**config.mk**
```make
export PLATFORM = sky130hd
export DESIGN_NAME = bson_key_finder
export DESIGN_NICKNAME = d
export VERILOG_FILES = /design/src/hw/rtl/bkf_pkg.sv /design/src/hw/rtl/bson_key_finder.sv
export SDC_FILE = /design/constraint.sdc
export NUM_CORES = 1
export LEC_CHECK = 0
export BUFFER_PORTS_ARGS = -buffer_cell sky130_fd_sc_hd__buf_2
export CORE_UTILIZATION = 62
export DETAILED_ROUTE_END_ITERATION = 12
export PLACE_DENSITY = 0.82
export SYNTH_ARGS = -nofsm -noshare
export SYNTH_HDL_FRONTEND = slang
export SYNTH_SLANG_ARGS = --single-unit
```
**constraint.sdc**
```tcl
create_clock -name clk -period 10.8 [get_ports clk]
set_input_delay 1.08 -clock clk [delete_from_list [all_inputs] [get_ports clk]]
set_output_delay 1.08 -clock clk [all_outputs]
set_load 0.01 [all_outputs]
```
**src/hw/rtl/bkf_pkg.sv**
```systemverilog
// bkf_pkg: shared types, codes and the value size table of the bson key finder
// no dependencies; imported by bson_key_finder, bson_key_checker and bson_key_finder_test
`default_nettype none

package bkf_pkg;

	localparam int MAX_KEY_BYTES = 16;
	localparam int KEY_W         = 8 * MAX_KEY_BYTES;
	localparam int OFFS_W        = 31;
	localparam int POS_W         = 32;

	// walk phases
	typedef enum logic [2:0] {
		PH_IDLE = 3'd0,
		PH_SIZE = 3'd1,
		PH_TYPE = 3'd2,
		PH_NAME = 3'd3,
		PH_LEN  = 3'd4,
		PH_SKIP = 3'd5
	} phase_t;

	// result status codes
	localparam logic [1:0] ST_FOUND     = 2'd0;
	localparam logic [1:0] ST_NOT_FOUND = 2'd1;
	localparam logic [1:0] ST_MALFORMED = 2'd2;

	// configuration register indexes
	localparam logic [1:0] CFG_KEY_LOW  = 2'd0;
	localparam logic [1:0] CFG_KEY_HIGH = 2'd1;
	localparam logic [1:0] CFG_KEY_LEN  = 2'd2;

	// element type codes
	localparam logic [7:0] T_DOUBLE    = 8'h01;
	localparam logic [7:0] T_STRING    = 8'h02;
	localparam logic [7:0] T_DOCUMENT  = 8'h03;
	localparam logic [7:0] T_ARRAY     = 8'h04;
	localparam logic [7:0] T_BINARY    = 8'h05;
	localparam logic [7:0] T_OBJECTID  = 8'h07;
	localparam logic [7:0] T_BOOL      = 8'h08;
	localparam logic [7:0] T_DATETIME  = 8'h09;
	localparam logic [7:0] T_NULL      = 8'h0A;
	localparam logic [7:0] T_INT32     = 8'h10;
	localparam logic [7:0] T_TIMESTAMP = 8'h11;
	localparam logic [7:0] T_INT64     = 8'h12;
	localparam logic [7:0] T_DECIMAL   = 8'h13;
	localparam logic [7:0] T_MAXKEY    = 8'h7F;
	localparam logic [7:0] T_MINKEY    = 8'hFF;

	typedef struct packed {
		logic       ok;
		logic [4:0] size;
	} fixed_size_t;

	// value size of the fixed-size types, ok low for unknown types
	function automatic fixed_size_t fixed_size(input logic [7:0] t);
		fixed_size_t r;
		r.ok   = 1'b1;
		r.size = 5'd0;
		unique case (t) inside
			T_DOUBLE, T_DATETIME, T_TIMESTAMP, T_INT64: r.size = 5'd8;
			T_BOOL:                                     r.size = 5'd1;
			T_NULL, T_MAXKEY, T_MINKEY:                 r.size = 5'd0;
			T_INT32:                                    r.size = 5'd4;
			T_DECIMAL:                                  r.size = 5'd16;
			T_OBJECTID:                                 r.size = 5'd12;
			default:                                    r.ok   = 1'b0;
		endcase
		return r;
	endfunction

endpackage

`default_nettype wire

```
**src/hw/rtl/bson_key_finder.sv**
```systemverilog
// bson_key_finder: streaming lookup of one element name in a bson document
// depends on bkf_pkg
`default_nettype none

// Document bytes enter on the s_axis channel, one byte per beat: tdata holds the byte,
// tuser marks the first byte (offset zero) of a new document and restarts the search at
// any time. The block reads the little-endian document size, then walks the elements,
// comparing each name with the key written on the cfg port (index 0 key bytes 0..7,
// index 1 key bytes 8..15, index 2 key length). Values are skipped by their size.
// One result beat on m_axis ends each search: tuser gives found, not found or
// malformed, tdata the type and the offsets of the matched element.
// A beat goes into an input register and is worked on from there once the output side
// does not stall, where a single pass of logic updates the walk state and loads the
// output register. A result is held in the output register on m_axis until it is taken.
// Throughput is one byte per cycle while no result is stalled in the output register.
// While a result waits in the output register the input register still takes one beat;
// further beats wait until the result is taken. Bytes outside a document are dropped.
// Reset clears the key and the walk: the block waits for a document start.
// The user must write keys only while no document is in flight; the block does not enforce it.
module bson_key_finder
	import bkf_pkg::*;
(
	input  wire logic         clk,
	input  wire logic         arst_n,
	input  wire logic         s_axis_tvalid,
	output logic              s_axis_tready,
	input  wire logic [7:0]   s_axis_tdata,   // doc_byte
	input  wire logic         s_axis_tuser,   // new_doc
	output logic              m_axis_tvalid,
	input  wire logic         m_axis_tready,
	output logic [71:0]       m_axis_tdata,   // elem_type, entry_offset, value_offset, zero pad
	output logic [1:0]        m_axis_tuser,   // status
	input  wire logic         cfg_valid,
	output logic              cfg_ready,
	input  wire logic [1:0]   cfg_index,
	input  wire logic [63:0]  cfg_data
);

	// configuration
	logic [63:0] key_low_q, key_high_q;
	logic [4:0]  key_len_q;
	logic [KEY_W-1:0] key_q;

	// input register
	logic       valid_s1;
	logic [7:0] byte_s1;
	logic       start_s1;

	// walk state
	phase_t             phase_q, phase_d;
	logic [POS_W-1:0]   pos_q;
	logic [31:0]        doc_q;
	logic [7:0]         type_q;
	logic [4:0]         idx_q;
	logic               match_q;
	logic [31:0]        acc_q;
	logic [1:0]         cnt_q;
	logic [31:0]        skip_q;
	logic [OFFS_W-1:0]  elem_q;
	logic [33:0]        base_q;

	// output register
	logic              m_valid_q;
	logic [1:0]        m_status_q;
	logic [7:0]        m_type_q;
	logic [OFFS_W-1:0] m_entry_q, m_value_q;

	// step logic
	logic              step;
	phase_t            ph;
	logic [POS_W-1:0]  p;
	logic [1:0]        cnt;
	logic [32:0]       here;
	logic              doc_neg, p_past;
	logic [31:0]       len_full;
	logic              last_len, size_end;
	logic              key_miss, term, found, len_type;
	fixed_size_t       fix;
	logic [33:0]       fix_next, len_next;
	logic              fix_end, len_end, len_bad;
	logic [31:0]       rem_len;
	logic [33:0]       base_adj;

	logic              res_fire;
	logic [1:0]        res_status;
	logic [7:0]        res_type;
	logic [OFFS_W-1:0] res_entry, res_value;

	assign cfg_ready     = 1'b1;
	assign key_q         = {key_high_q, key_low_q};
	assign step          = valid_s1 && (!m_valid_q || m_axis_tready);
	assign s_axis_tready = !valid_s1 || step;

	// a start beat behaves as offset zero of the size field
	assign ph  = start_s1 ? PH_SIZE : phase_q;
	assign p   = start_s1 ? '0 : pos_q;
	assign cnt = start_s1 ? 2'd0 : cnt_q;

	assign here     = {1'b0, p} + 33'd1;
	assign doc_neg  = doc_q[31];
	assign p_past   = doc_neg || (p >= doc_q);
	assign len_full = {byte_s1, acc_q[23:0]};
	assign last_len = (cnt == 2'd3);
	assign size_end = len_full[31] || (here >= {1'b0, len_full});

	assign key_miss = (idx_q >= key_len_q) || idx_q[4]
		|| (key_q[{idx_q[3:0], 3'b000} +: 8] != byte_s1);
	assign term     = (byte_s1 == 8'h00);
	assign found    = match_q && (idx_q == key_len_q);
	assign len_type = (type_q >= T_STRING) && (type_q <= T_BINARY);

	assign fix      = fixed_size(type_q);
	assign fix_next = {1'b0, here} + {29'd0, fix.size};
	assign fix_end  = doc_neg || (fix_next >= {2'b00, doc_q});

	// base_q holds the offset after the length field plus the type's adjustment
	assign len_next = base_q + {2'b00, len_full};
	assign len_end  = doc_neg || (len_next >= {2'b00, doc_q});
	assign len_bad  = len_full[31]
		|| ((type_q != T_STRING) && (type_q != T_BINARY) && (len_full < 32'd4));

	always_comb begin
		case (type_q)
			T_STRING: rem_len = len_full;
			T_BINARY: rem_len = len_full + 32'd1;
			default:  rem_len = len_full - 32'd4;
		endcase
	end

	always_comb begin
		case (type_q)
			T_STRING: base_adj = 34'd2;
			T_BINARY: base_adj = 34'd3;
			default:  base_adj = 34'h3_FFFF_FFFE;
		endcase
	end

	// next phase
	always_comb begin
		phase_d = phase_q;
		if (step) begin
			unique case (ph)
				PH_IDLE: phase_d = PH_IDLE;
				PH_SIZE: begin
					if (last_len) phase_d = size_end ? PH_IDLE : PH_TYPE;
					else          phase_d = PH_SIZE;
				end
				PH_TYPE: phase_d = term ? PH_IDLE : PH_NAME;
				PH_NAME: begin
					if (p_past)                   phase_d = PH_IDLE;
					else if (!term)               phase_d = PH_NAME;
					else if (found)               phase_d = PH_IDLE;
					else if (len_type)            phase_d = PH_LEN;
					else if (!fix.ok || fix_end)  phase_d = PH_IDLE;
					else if (fix.size != 5'd0)    phase_d = PH_SKIP;
					else                          phase_d = PH_TYPE;
				end
				PH_LEN: begin
					if (p_past)                   phase_d = PH_IDLE;
					else if (!last_len)           phase_d = PH_LEN;
					else if (len_bad || len_end)  phase_d = PH_IDLE;
					else if (rem_len != 32'd0)    phase_d = PH_SKIP;
					else                          phase_d = PH_TYPE;
				end
				PH_SKIP: phase_d = (skip_q <= 32'd1) ? PH_TYPE : PH_SKIP;
				default: phase_d = PH_IDLE;
			endcase
		end
	end

	// result of the current byte
	always_comb begin
		res_fire   = 1'b0;
		res_status = ST_NOT_FOUND;
		res_type   = 8'h00;
		res_entry  = '0;
		res_value  = '0;
		unique case (ph)
			PH_SIZE: begin
				if (last_len && size_end) res_fire = 1'b1;
			end
			PH_TYPE: begin
				if (term) res_fire = 1'b1;
			end
			PH_NAME: begin
				if (p_past) begin
					res_fire   = 1'b1;
					res_status = ST_MALFORMED;
				end else if (term && found) begin
					res_fire   = 1'b1;
					res_status = ST_FOUND;
					res_type   = type_q;
					res_entry  = elem_q;
					res_value  = here[OFFS_W-1:0];
				end else if (term && !len_type) begin
					if (!fix.ok) begin
						res_fire   = 1'b1;
						res_status = ST_MALFORMED;
					end else if (fix_end) begin
						res_fire   = 1'b1;
					end
				end
			end
			PH_LEN: begin
				if (p_past) begin
					res_fire   = 1'b1;
					res_status = ST_MALFORMED;
				end else if (last_len && len_bad) begin
					res_fire   = 1'b1;
					res_status = ST_MALFORMED;
				end else if (last_len && len_end) begin
					res_fire   = 1'b1;
				end
			end
			default: res_fire = 1'b0;
		endcase
	end

	// configuration registers
	always_ff @(posedge clk or negedge arst_n) begin
		if (!arst_n) begin
			key_low_q  <= '0;
			key_high_q <= '0;
			key_len_q  <= '0;
		end else if (cfg_valid && cfg_ready) begin
			unique case (cfg_index)
				CFG_KEY_LOW:  key_low_q  <= cfg_data;
				CFG_KEY_HIGH: key_high_q <= cfg_data;
				CFG_KEY_LEN:  key_len_q  <= cfg_data[4:0];
				default:      key_len_q  <= key_len_q;
			endcase
		end
	end

	// input register
	always_ff @(posedge clk or negedge arst_n) begin
		if (!arst_n) begin
			valid_s1 <= 1'b0;
		end else if (s_axis_tready) begin
			valid_s1 <= s_axis_tvalid;
		end
	end

	always_ff @(posedge clk) begin
		if (s_axis_tvalid && s_axis_tready) begin
			byte_s1  <= s_axis_tdata;
			start_s1 <= s_axis_tuser;
		end
	end

	// walk state
	always_ff @(posedge clk or negedge arst_n) begin
		if (!arst_n) begin
			phase_q <= PH_IDLE;
			pos_q   <= '0;
			doc_q   <= '0;
			idx_q   <= '0;
			match_q <= 1'b1;
			cnt_q   <= '0;
			skip_q  <= '0;
		end else begin
			phase_q <= phase_d;
			if (step && (ph != PH_IDLE)) begin
				pos_q <= p + 32'd1;
				unique case (ph)
					PH_SIZE: begin
						cnt_q <= cnt + 2'd1;
						if (last_len) doc_q <= len_full;
					end
					PH_TYPE: begin
						idx_q   <= '0;
						match_q <= 1'b1;
					end
					PH_NAME: begin
						if (!term) begin
							if (key_miss) match_q <= 1'b0;
							if (idx_q != 5'd31) idx_q <= idx_q + 5'd1;
						end else if (len_type) begin
							cnt_q <= '0;
						end else begin
							skip_q <= {27'd0, fix.size};
						end
					end
					PH_LEN: begin
						cnt_q <= cnt + 2'd1;
						if (last_len) skip_q <= rem_len;
					end
					PH_SKIP: begin
						if (skip_q != 32'd0) skip_q <= skip_q - 32'd1;
					end
					default: cnt_q <= cnt_q;
				endcase
			end
		end
	end

	// walk payload
	always_ff @(posedge clk) begin
		if (step) begin
			if (ph == PH_SIZE || ph == PH_LEN)
				acc_q[{cnt, 3'b000} +: 8] <= byte_s1;
			if (ph == PH_LEN && !last_len)
				base_q <= {2'b00, p} + base_adj;
			if (ph == PH_TYPE) begin
				type_q <= byte_s1;
				elem_q <= p[OFFS_W-1:0];
			end
		end
	end

	// output register
	always_ff @(posedge clk or negedge arst_n) begin
		if (!arst_n) begin
			m_valid_q <= 1'b0;
		end else if (step && res_fire) begin
			m_valid_q <= 1'b1;
		end else if (m_axis_tready) begin
			m_valid_q <= 1'b0;
		end
	end

	always_ff @(posedge clk) begin
		if (step && res_fire) begin
			m_status_q <= res_status;
			m_type_q   <= res_type;
			m_entry_q  <= res_entry;
			m_value_q  <= res_value;
		end
	end

	assign m_axis_tvalid = m_valid_q;
	assign m_axis_tuser  = m_status_q;
	assign m_axis_tdata  = {2'b00, m_value_q, m_entry_q, m_type_q};

`ifndef SYNTHESIS
	// a result always ends the walk
	a_result_ends_walk: assert property (@(posedge clk) disable iff (!arst_n)
		step && res_fire |=> phase_q == PH_IDLE)
		else $error("walk continues after a result");

	a_found_type: assert property (@(posedge clk) disable iff (!arst_n)
		m_axis_tvalid && m_axis_tuser == ST_FOUND |-> m_axis_tdata[7:0] != 8'h00)
		else $error("found result with zero type");

	a_miss_zero: assert property (@(posedge clk) disable iff (!arst_n)
		m_axis_tvalid && m_axis_tuser != ST_FOUND |-> m_axis_tdata == '0)
		else $error("non-found result carries payload");

	a_value_after_entry: assert property (@(posedge clk) disable iff (!arst_n)
		m_axis_tvalid && m_axis_tuser == ST_FOUND
		|-> m_axis_tdata[69:39] > m_axis_tdata[38:8])
		else $error("value offset not after entry offset");

	// a byte that waits in the input register is kept
	a_s1_held: assert property (@(posedge clk) disable iff (!arst_n)
		valid_s1 && !step |=> valid_s1 && $stable(byte_s1) && $stable(start_s1))
		else $error("input register lost a beat");
`endif

endmodule

`default_nettype wire

```
==> metrics, run 1 <==
GR Util met3 7.71%; PwrDens 159 nW/µm²; initial antenna violation count 8; part of the Yosys area used for sequential elements about two fifths; cts bufs inserted 46; total negative slack 0 ns; global-route met1 utilization 51.0%; Leakage Power 12.8 nW; number of max-slew violations in the final report 0; Total Power Consumption 4.80 mW; share of post-route cells with drive strength above 1 16.3%; area of all placed cells without fillers about 30000 µm²; most congested layer reported by global routing met2; cell types with the largest area share after synthesis sky130_fd_sc_hd__dfrtp_1 22%, sky130_fd_sc_hd__edfxtp_1 20%, sky130_fd_sc_hd__ha_1 9.9%; Residual DRC 0; Yosys reg bits 420; endpoints failing setup 0; violation count after the first detailed-routing iteration 2455; top-area cell type share of the netlist area 22.2%; worst-skew pair later-pin latency 0.63 ns; vias in the first global route 21.8k; Final min period 8.18 ns; total iterations of the first detailed-routing run 8; count of mapped cells out of synthesis 2718; count of buffers from port buffering 153; Initial Utilization around 63%; top_reg_cell synth sky130_fd_sc_hd__dfrtp_1; # rows 76; XOR/XNOR share of the synthesized area 5.08%; Post-Route WL 83800 µm; largest net degree at the start of global routing 116; GP Congestion 1.02; critical path fanouts, max 58; Post-DP HPWL just over 60000 µm; RSZ-0062 raised after global routing no; post-synthesis adder-cell area fraction between 10% and 20%; max-cap violations 0; clock skew 0.0620 ns; Worst Tran Pin Value 1.33 ns; largest family of logic cells by synthesized area simple AND/OR/NAND/NOR gates; worst min-delay path category reg -> reg; WL/cell ~24 µm; fraction of registers with async set or reset after synthesis 57.6%; Post CTS Setup Buffer Count 0; cts repair resizes 0; Post-Route Utilization 70.0%; storage element area roughly 11000 µm²; CTS tree yes; total number of H-tree levels 2; standard cell area after detailed placement about 28000 µm²; number of primary I/O pins 157; type of element launching the critical path flop; Clock transition at path regs ~0.080 ns; Netlist Area Pre-Place 27200 µm²; Final Cycle Share about three quarters; average footprint of a synthesized cell 10.0 µm²; global routing usage on met2 59.3%; die extent in y between 200 and 250 µm; maximum operating frequency 122 MHz; fraction of the mapped netlist area in simple logic gates around 17%; detailed-route via count approximately 23k; number of nets in the layout 3133; number of fill cells approximately 3.2k; footprint of the multi-input gates 14900 µm²; Clock Tree Buf Depth 3; data required time of the critical path 11.00 ns; arrival time of the worst setup path roughly 8.4 ns; relative slew slack 11.3%; start-to-end type of the worst setup path reg -> reg; number of sinks on the clock net 420; kind of end point of the critical path flop; Synth Area in Compound Gates 14.0%; number of buffers added to fix hold violations after cts 0; post-route ant nets 0; Worst VDD drop ~0.16 mV; leading cell type in the layout, fill and taps excluded sky130_fd_sc_hd__dfrtp_1; commonest non-fill, non-tap cells in the layout 240 x sky130_fd_sc_hd__dfrtp_1, 216 x sky130_fd_sc_hd__ha_1, 213 x sky130_fd_sc_hd__nand2_1, 205 x sky130_fd_sc_hd__o21ai_0, 178 x sky130_fd_sc_hd__edfxtp_1; placeable core region 43200 µm²; wire length of the first global-routing pass approximately 130000 µm; die area 44700 µm²; gr usage total a little under two fifths; hold violation count in the final report 0; Post-synth EDFFs 178; overall overflow remaining after global route 0; multiplexer share of the synthesized area 8.71%; cell taking the most area after synthesis sky130_fd_sc_hd__dfrtp_1; floorplan die width 211 µm; post-synthesis cell type count 96; signed area change from the synthesized netlist to the final layout 11.1%; post-DR vias/cell around 6.6; result of the run complete, no violations; Clock Tree Root sky130_fd_sc_hd__clkbuf_16; Yosys Warn Count 0; flop-to-flop setup slack 2.62 ns
## report_power, final
group	internal, mW	switching (mW)
clock	1.08	0.711
sequential	1.85	0.112
combinational	0.413	0.636
total	3.34	1.46
## worst paths after layout
| check | start | endpoint | depth (start not counted) |
|---|---|---|---|
| max | start_s1$_DFFE_PP_ | m_value_q[18]$_SDFFCE_PP0P_ | 26 |
| min | pos_q[27]$_DFFE_PN0P_ | pos_q[27]$_DFFE_PN0P_ | 2 |
| max reg2reg | start_s1$_DFFE_PP_ | m_value_q[18]$_SDFFCE_PP0P_ | 26 |
| min reg2reg | pos_q[27]$_DFFE_PN0P_ | pos_q[27]$_DFFE_PN0P_ | 2 |
| max in group asynchronous | arst_n | pos_q[5]$_DFFE_PN0P_ | 3 |
| min in group asynchronous | arst_n | key_high_q[21]$_DFFE_PN0P_ | 1 |
## Yosys cell counts (16+ instances only)
library cell / instances
sky130_fd_sc_hd__nor4_1: 31
sky130_fd_sc_hd__o21a_1: 17
sky130_fd_sc_hd__xnor2_1: 120
sky130_fd_sc_hd__nand3_1: 61
sky130_fd_sc_hd__ha_1: 216
sky130_fd_sc_hd__nor2b_1: 41
sky130_fd_sc_hd__or3_1: 17
sky130_fd_sc_hd__mux2i_1: 32
sky130_fd_sc_hd__a21o_1: 45
sky130_fd_sc_hd__o21ai_0: 205
sky130_fd_sc_hd__a31oi_1: 26
sky130_fd_sc_hd__nor2_1: 167
sky130_fd_sc_hd__a211oi_1: 21
sky130_fd_sc_hd__mux2_2: 150
sky130_fd_sc_hd__nor3_1: 89
sky130_fd_sc_hd__o21bai_1: 16
sky130_fd_sc_hd__edfxtp_1: 178
sky130_fd_sc_hd__and2_1: 74
sky130_fd_sc_hd__dfrtp_1: 241
sky130_fd_sc_hd__inv_1: 127
sky130_fd_sc_hd__nand2_1: 213
sky130_fd_sc_hd__o211ai_1: 20
sky130_fd_sc_hd__nand2b_1: 23
sky130_fd_sc_hd__clkbuf_1: 84
sky130_fd_sc_hd__a21oi_1: 151
sky130_fd_sc_hd__xor2_1: 34
sky130_fd_sc_hd__and3_1: 33
sky130_fd_sc_hd__mux4_2: 16
sky130_fd_sc_hd__nand4_1: 50
## worst max-delay path: stages, from the launching register on
cell,delay (ns)
sky130_fd_sc_hd__edfxtp_1,0.38
sky130_fd_sc_hd__buf_4,0.33
sky130_fd_sc_hd__nor2b_1,0.61
sky130_fd_sc_hd__ha_1,0.37
sky130_fd_sc_hd__xnor2_1,0.20
sky130_fd_sc_hd__inv_1,0.11
sky130_fd_sc_hd__ha_1,0.35
sky130_fd_sc_hd__a31oi_1,0.13
sky130_fd_sc_hd__o21bai_1,0.17
sky130_fd_sc_hd__a21oi_1,0.13
sky130_fd_sc_hd__a211oi_1,0.48
sky130_fd_sc_hd__and2_1,0.27
sky130_fd_sc_hd__nor2b_1,0.40
sky130_fd_sc_hd__and3_1,0.35
sky130_fd_sc_hd__xnor2_1,0.10
sky130_fd_sc_hd__ha_1,0.33
sky130_fd_sc_hd__nand4_1,0.11
sky130_fd_sc_hd__or2_2,0.35
sky130_fd_sc_hd__nor4_1,0.39
sky130_fd_sc_hd__a221o_1,0.23
sky130_fd_sc_hd__o21ai_0,0.08
sky130_fd_sc_hd__nand4_1,0.12
sky130_fd_sc_hd__a41oi_2,0.09
sky130_fd_sc_hd__o311a_1,0.37
sky130_fd_sc_hd__a211oi_2,0.17
sky130_fd_sc_hd__o21bai_4,0.33
sky130_fd_sc_hd__buf_4,0.69
## kinds of logic (layout without fill, tap and decap cells)
| group | after synthesis | count (layout) |
|---|---|---|
| compound gates | 612 | 612 |
| xor+xnor | 156 | 156 |
| fa+ha+maj | 217 | 217 |
| buf+inv | 242 | 397 |
| flops | 420 | 420 |
| mux | 198 | 198 |
| other cells | 2 | 5 |
| simple gates | 871 | 871 |
## routing by layer
layer	wire (µm)	vias up
li1	-	10200
met1	33900	11000
met2	38400	1205
met3	8100	243
met4	3410	14
met5	102	-
## through the flow
step / cells / worst slack, ns / hold WS, ns
finish: 3461 / 2.62 / 0.485
global route: 3461 / 2.06 / 0.520
CTS: 3459 / 2.69 / 0.488
detailed placement: 3373 / 2.85 / 0.474
global placement: 3373 / 3.17 / 0.458
floorplan: 2719 / 2.41 / 0.442
## registers in the layout, indices dropped and copies added (netlist names), 3 cells and up
register,flops
key_high_q,64
key_low_q,64
base_q,34
doc_q,32
pos_q,32
skip_q,32
elem_q,31
m_entry_q,31
m_value_q,31
acc_q,24
byte_s1,8
m_type_q,8
type_q,8
idx_q,5
key_len_q,5
phase_q,3
## layout make-up
| type | instances | area share (%) |
|---|---|---|
| Tap cell | 585 | 2.42 |
| Clock buffer | 62 | 4.45 |
| Antenna cell | 2 | 0.0166 |
| Multi-Input combinational cell | 2057 | 49.3 |
| Inverter | 131 | 1.63 |
| Clock inverter | 24 | 1.26 |
| Timing Repair Buffer | 180 | 3.24 |
| Sequential cell | 420 | 37.7 |
Power figures use the tool's default switching activity.
==> inputs of run 2 (changes only) <==
--- a/config.mk
+++ b/config.mk
@@ -6,9 +6,9 @@
 export NUM_CORES = 1
 export LEC_CHECK = 0
 export BUFFER_PORTS_ARGS = -buffer_cell sky130_fd_sc_hd__buf_2
-export CORE_UTILIZATION = 62
+export CORE_UTILIZATION = 56
 export DETAILED_ROUTE_END_ITERATION = 12
-export PLACE_DENSITY = 0.82
+export PLACE_DENSITY = 0.78
 export SYNTH_ARGS = -nofsm -noshare
 export SYNTH_HDL_FRONTEND = slang
 export SYNTH_SLANG_ARGS = --single-unit
==> constraint.sdc (replaced) <==
create_clock -name clk -period 6.89 [get_ports clk]
set_input_delay 0.689 -clock clk [delete_from_list [all_inputs] [get_ports clk]]
set_output_delay 0.689 -clock clk [all_outputs]
set_load 0.01 [all_outputs]
==> metrics, run 2 (synthesis results as in run 1) <==
cells traversed along the worst timing path ha_1, fa_1, a211oi_1, o21ai_0, a31oi_1, o21ai_0, a31oi_1, o21bai_1, a21oi_1, o21ai_0, mux2i_1, o2111ai_1, ha_1, nand4_1, nor4b_1, nand2_1, a31oi_1, o2111ai_1, o211ai_1, or3_1, nand2_1, a211oi_2, o21bai_4, buf_12; largest net degree at the start of global routing 124; kind of end point of the critical path flop; Worst Tran Pin Value 1.28 ns; result of the run complete, no violations; cts bufs inserted 44; Post-DP HPWL 61500 µm; gr usage total 33.0%; fraction of power consumed by combinational cells 22.9%; PwrDens 237 nW/µm²; worst path bufs/invs 1; number of buffers added to fix hold violations after cts 0; arrival time of the worst setup path between 6 and 7 ns; most congested layer reported by global routing met2; die area 49500 µm²; wire length of the first global-routing pass 126000 µm; Clock Tree Buf Depth 3; global-route met1 utilization 44.1%; slowest cell delay on critical path 0.47 ns; total internal power 4.99 mW; post-route ant nets 0; global routing usage on met2 a little over half; share of post-route cells with drive strength above 1 17.4%; Final Cycle Share between 90 and 100%; Clock transition at path regs 0.07 ns; Leakage Power 12.9 nW; number of sinks on the clock net 420; WL/cell 23.3 µm; number of primary I/O pins 157; number of fill cells 3790; CP Capture Point m_value_q[13]$_SDFFCE_PP0P_; cell with the biggest individual delay on the critical path sky130_fd_sc_hd__nor4b_1; number of max-slew violations in the final report 0; relative slew slack 14.3%; Final min period 6.65 ns; clock group share of total power 34.7%; switching part of the total power between 30% and 40%; total number of H-tree levels 2; Initial Utilization approximately 57%; floorplan die width 222 µm; endpoints failing setup 0; standard cell area after detailed placement 28800 µm²; Residual DRC 0; placeable core region 47800 µm²; vias in the first global route about 22k; r2r endpoint m_value_q[13]$_SDFFCE_PP0P_; reported net switching power about 2.2 mW; smallest setup slack after layout 0.241 ns; top flop regs key_high_q: 64 flops, key_low_q: 64 flops, base_q: 34 flops; setup slack after placement 0.319 ns; number of nets in the layout ~3.2k; Post-Route Utilization 63.6%; start-to-end type of the worst setup path reg -> reg; post-DR vias/cell 6.40; flop-to-flop setup slack 0.24 ns; worst-skew pair later-pin latency 0.63 ns; die extent in y between 200 and 250 µm; count of buffers from port buffering 153; Worst VDD drop 0.250 mV; hold violation count in the final report 0; total placed cells including tap cells 3439; worst reg-to-reg path cell count 24; critical path fanouts, max 42; GP Congestion 1.02; initial antenna violation count 8; Clock Tree Root sky130_fd_sc_hd__clkbuf_16; RR Startpoint acc_q[0]$_DFFE_PP_; detailed-route via count 22.6k; worst min-delay path category in -> async; area of all placed cells without fillers between 30000 and 40000 µm²; signed area change from the synthesized netlist to the final layout 11.8%; commonest non-fill, non-tap cells in the layout 240 x sky130_fd_sc_hd__dfrtp_1, 216 x sky130_fd_sc_hd__ha_1, 213 x sky130_fd_sc_hd__nand2_1, 205 x sky130_fd_sc_hd__o21ai_0, 178 x sky130_fd_sc_hd__edfxtp_1; total iterations of the first detailed-routing run 5; max-cap violations 0; data required time of the critical path 7.16 ns; # rows 80; sequential group share of total power 42.4%; timing startpoint of the critical path acc_q[0]$_DFFE_PP_; type of element launching the critical path flop; stages on the worst setup path 24; CTS tree yes; clock skew 0.0538 ns; overall overflow remaining after global route 0; Post-Route WL 82400 µm; crit-path leading delay family compound AO/OA/AOI/OAI gates; WHS 0.129 ns; filler-free cell count of the finished design 3527; GR Util met3 6.51%; violation count after the first detailed-routing iteration 2288; leading cell type in the layout, fill and taps excluded sky130_fd_sc_hd__dfrtp_1; maximum operating frequency 150 MHz
==> run 2: power by group through the flow <==
stage               Sequential (mW)  Combinational [mW]  Clock [mW]
floorplan                      3.04                1.11           0
global placement               3.08                1.53           0
detailed placement             3.10                1.60           0
CTS                            3.06                1.62        2.54
global route                   3.09                1.81        2.63
finish                         3.06                1.65        2.51
==> run 2: area by class of cell <==
class,instances,area [µm²],share of cell area (%)
inverter,131,492,1.62
tap,615,769,2.53
antenna,2,5.00,0.0165
clock inverter,25,323,1.06
multi-input combinational,2057,14900,49.0
clock buffer,57,1220,4.01
sequential,420,11400,37.5
timing repair buffer,220,1300,4.29
==> run 2: per-layer routing <==
metal	routed length [µm]	vias to the layer above
met5	32	-
met4	3220	6
met3	7600	193
met2	38000	1081
met1	33500	11000
li1	-	10300
==> run 2: worst min-delay path by stage <==
stage                          start                    endpoint  slack (ns)  cells after the start
5_1_grt              s_axis_tdata[4]        byte_s1[4]$_DFFE_PP_        0.24                      1
2_1_floorplan                 arst_n        cnt_q[0]$_DFFE_PN0P_        0.39                      0
4_1_cts                       arst_n  key_high_q[21]$_DFFE_PN0P_        0.19                      1
6_report                      arst_n  key_high_q[21]$_DFFE_PN0P_        0.13                      1
3_3_place_gp   pos_q[27]$_DFFE_PN0P_       pos_q[27]$_DFFE_PN0P_        0.46                      2
3_5_place_dp   pos_q[27]$_DFFE_PN0P_       pos_q[27]$_DFFE_PN0P_        0.47                      2
==> run 2: what timing repair did <==
action,in CTS,in global routing
resized for setup,0,3
setup endpoints to repair,0,72
setup buffers,0,4
==> run 2: metrics by stage <==
| stage | power [mW] | setup TNS [ns] |
|---|---|---|
| floorplan | 4.15 | 0 |
| global placement | 4.62 | 0 |
| detailed placement | 4.70 | 0 |
| CTS | 7.21 | 0 |
| global route | 7.53 | -0.0276 |
| finish | 7.22 | 0 |
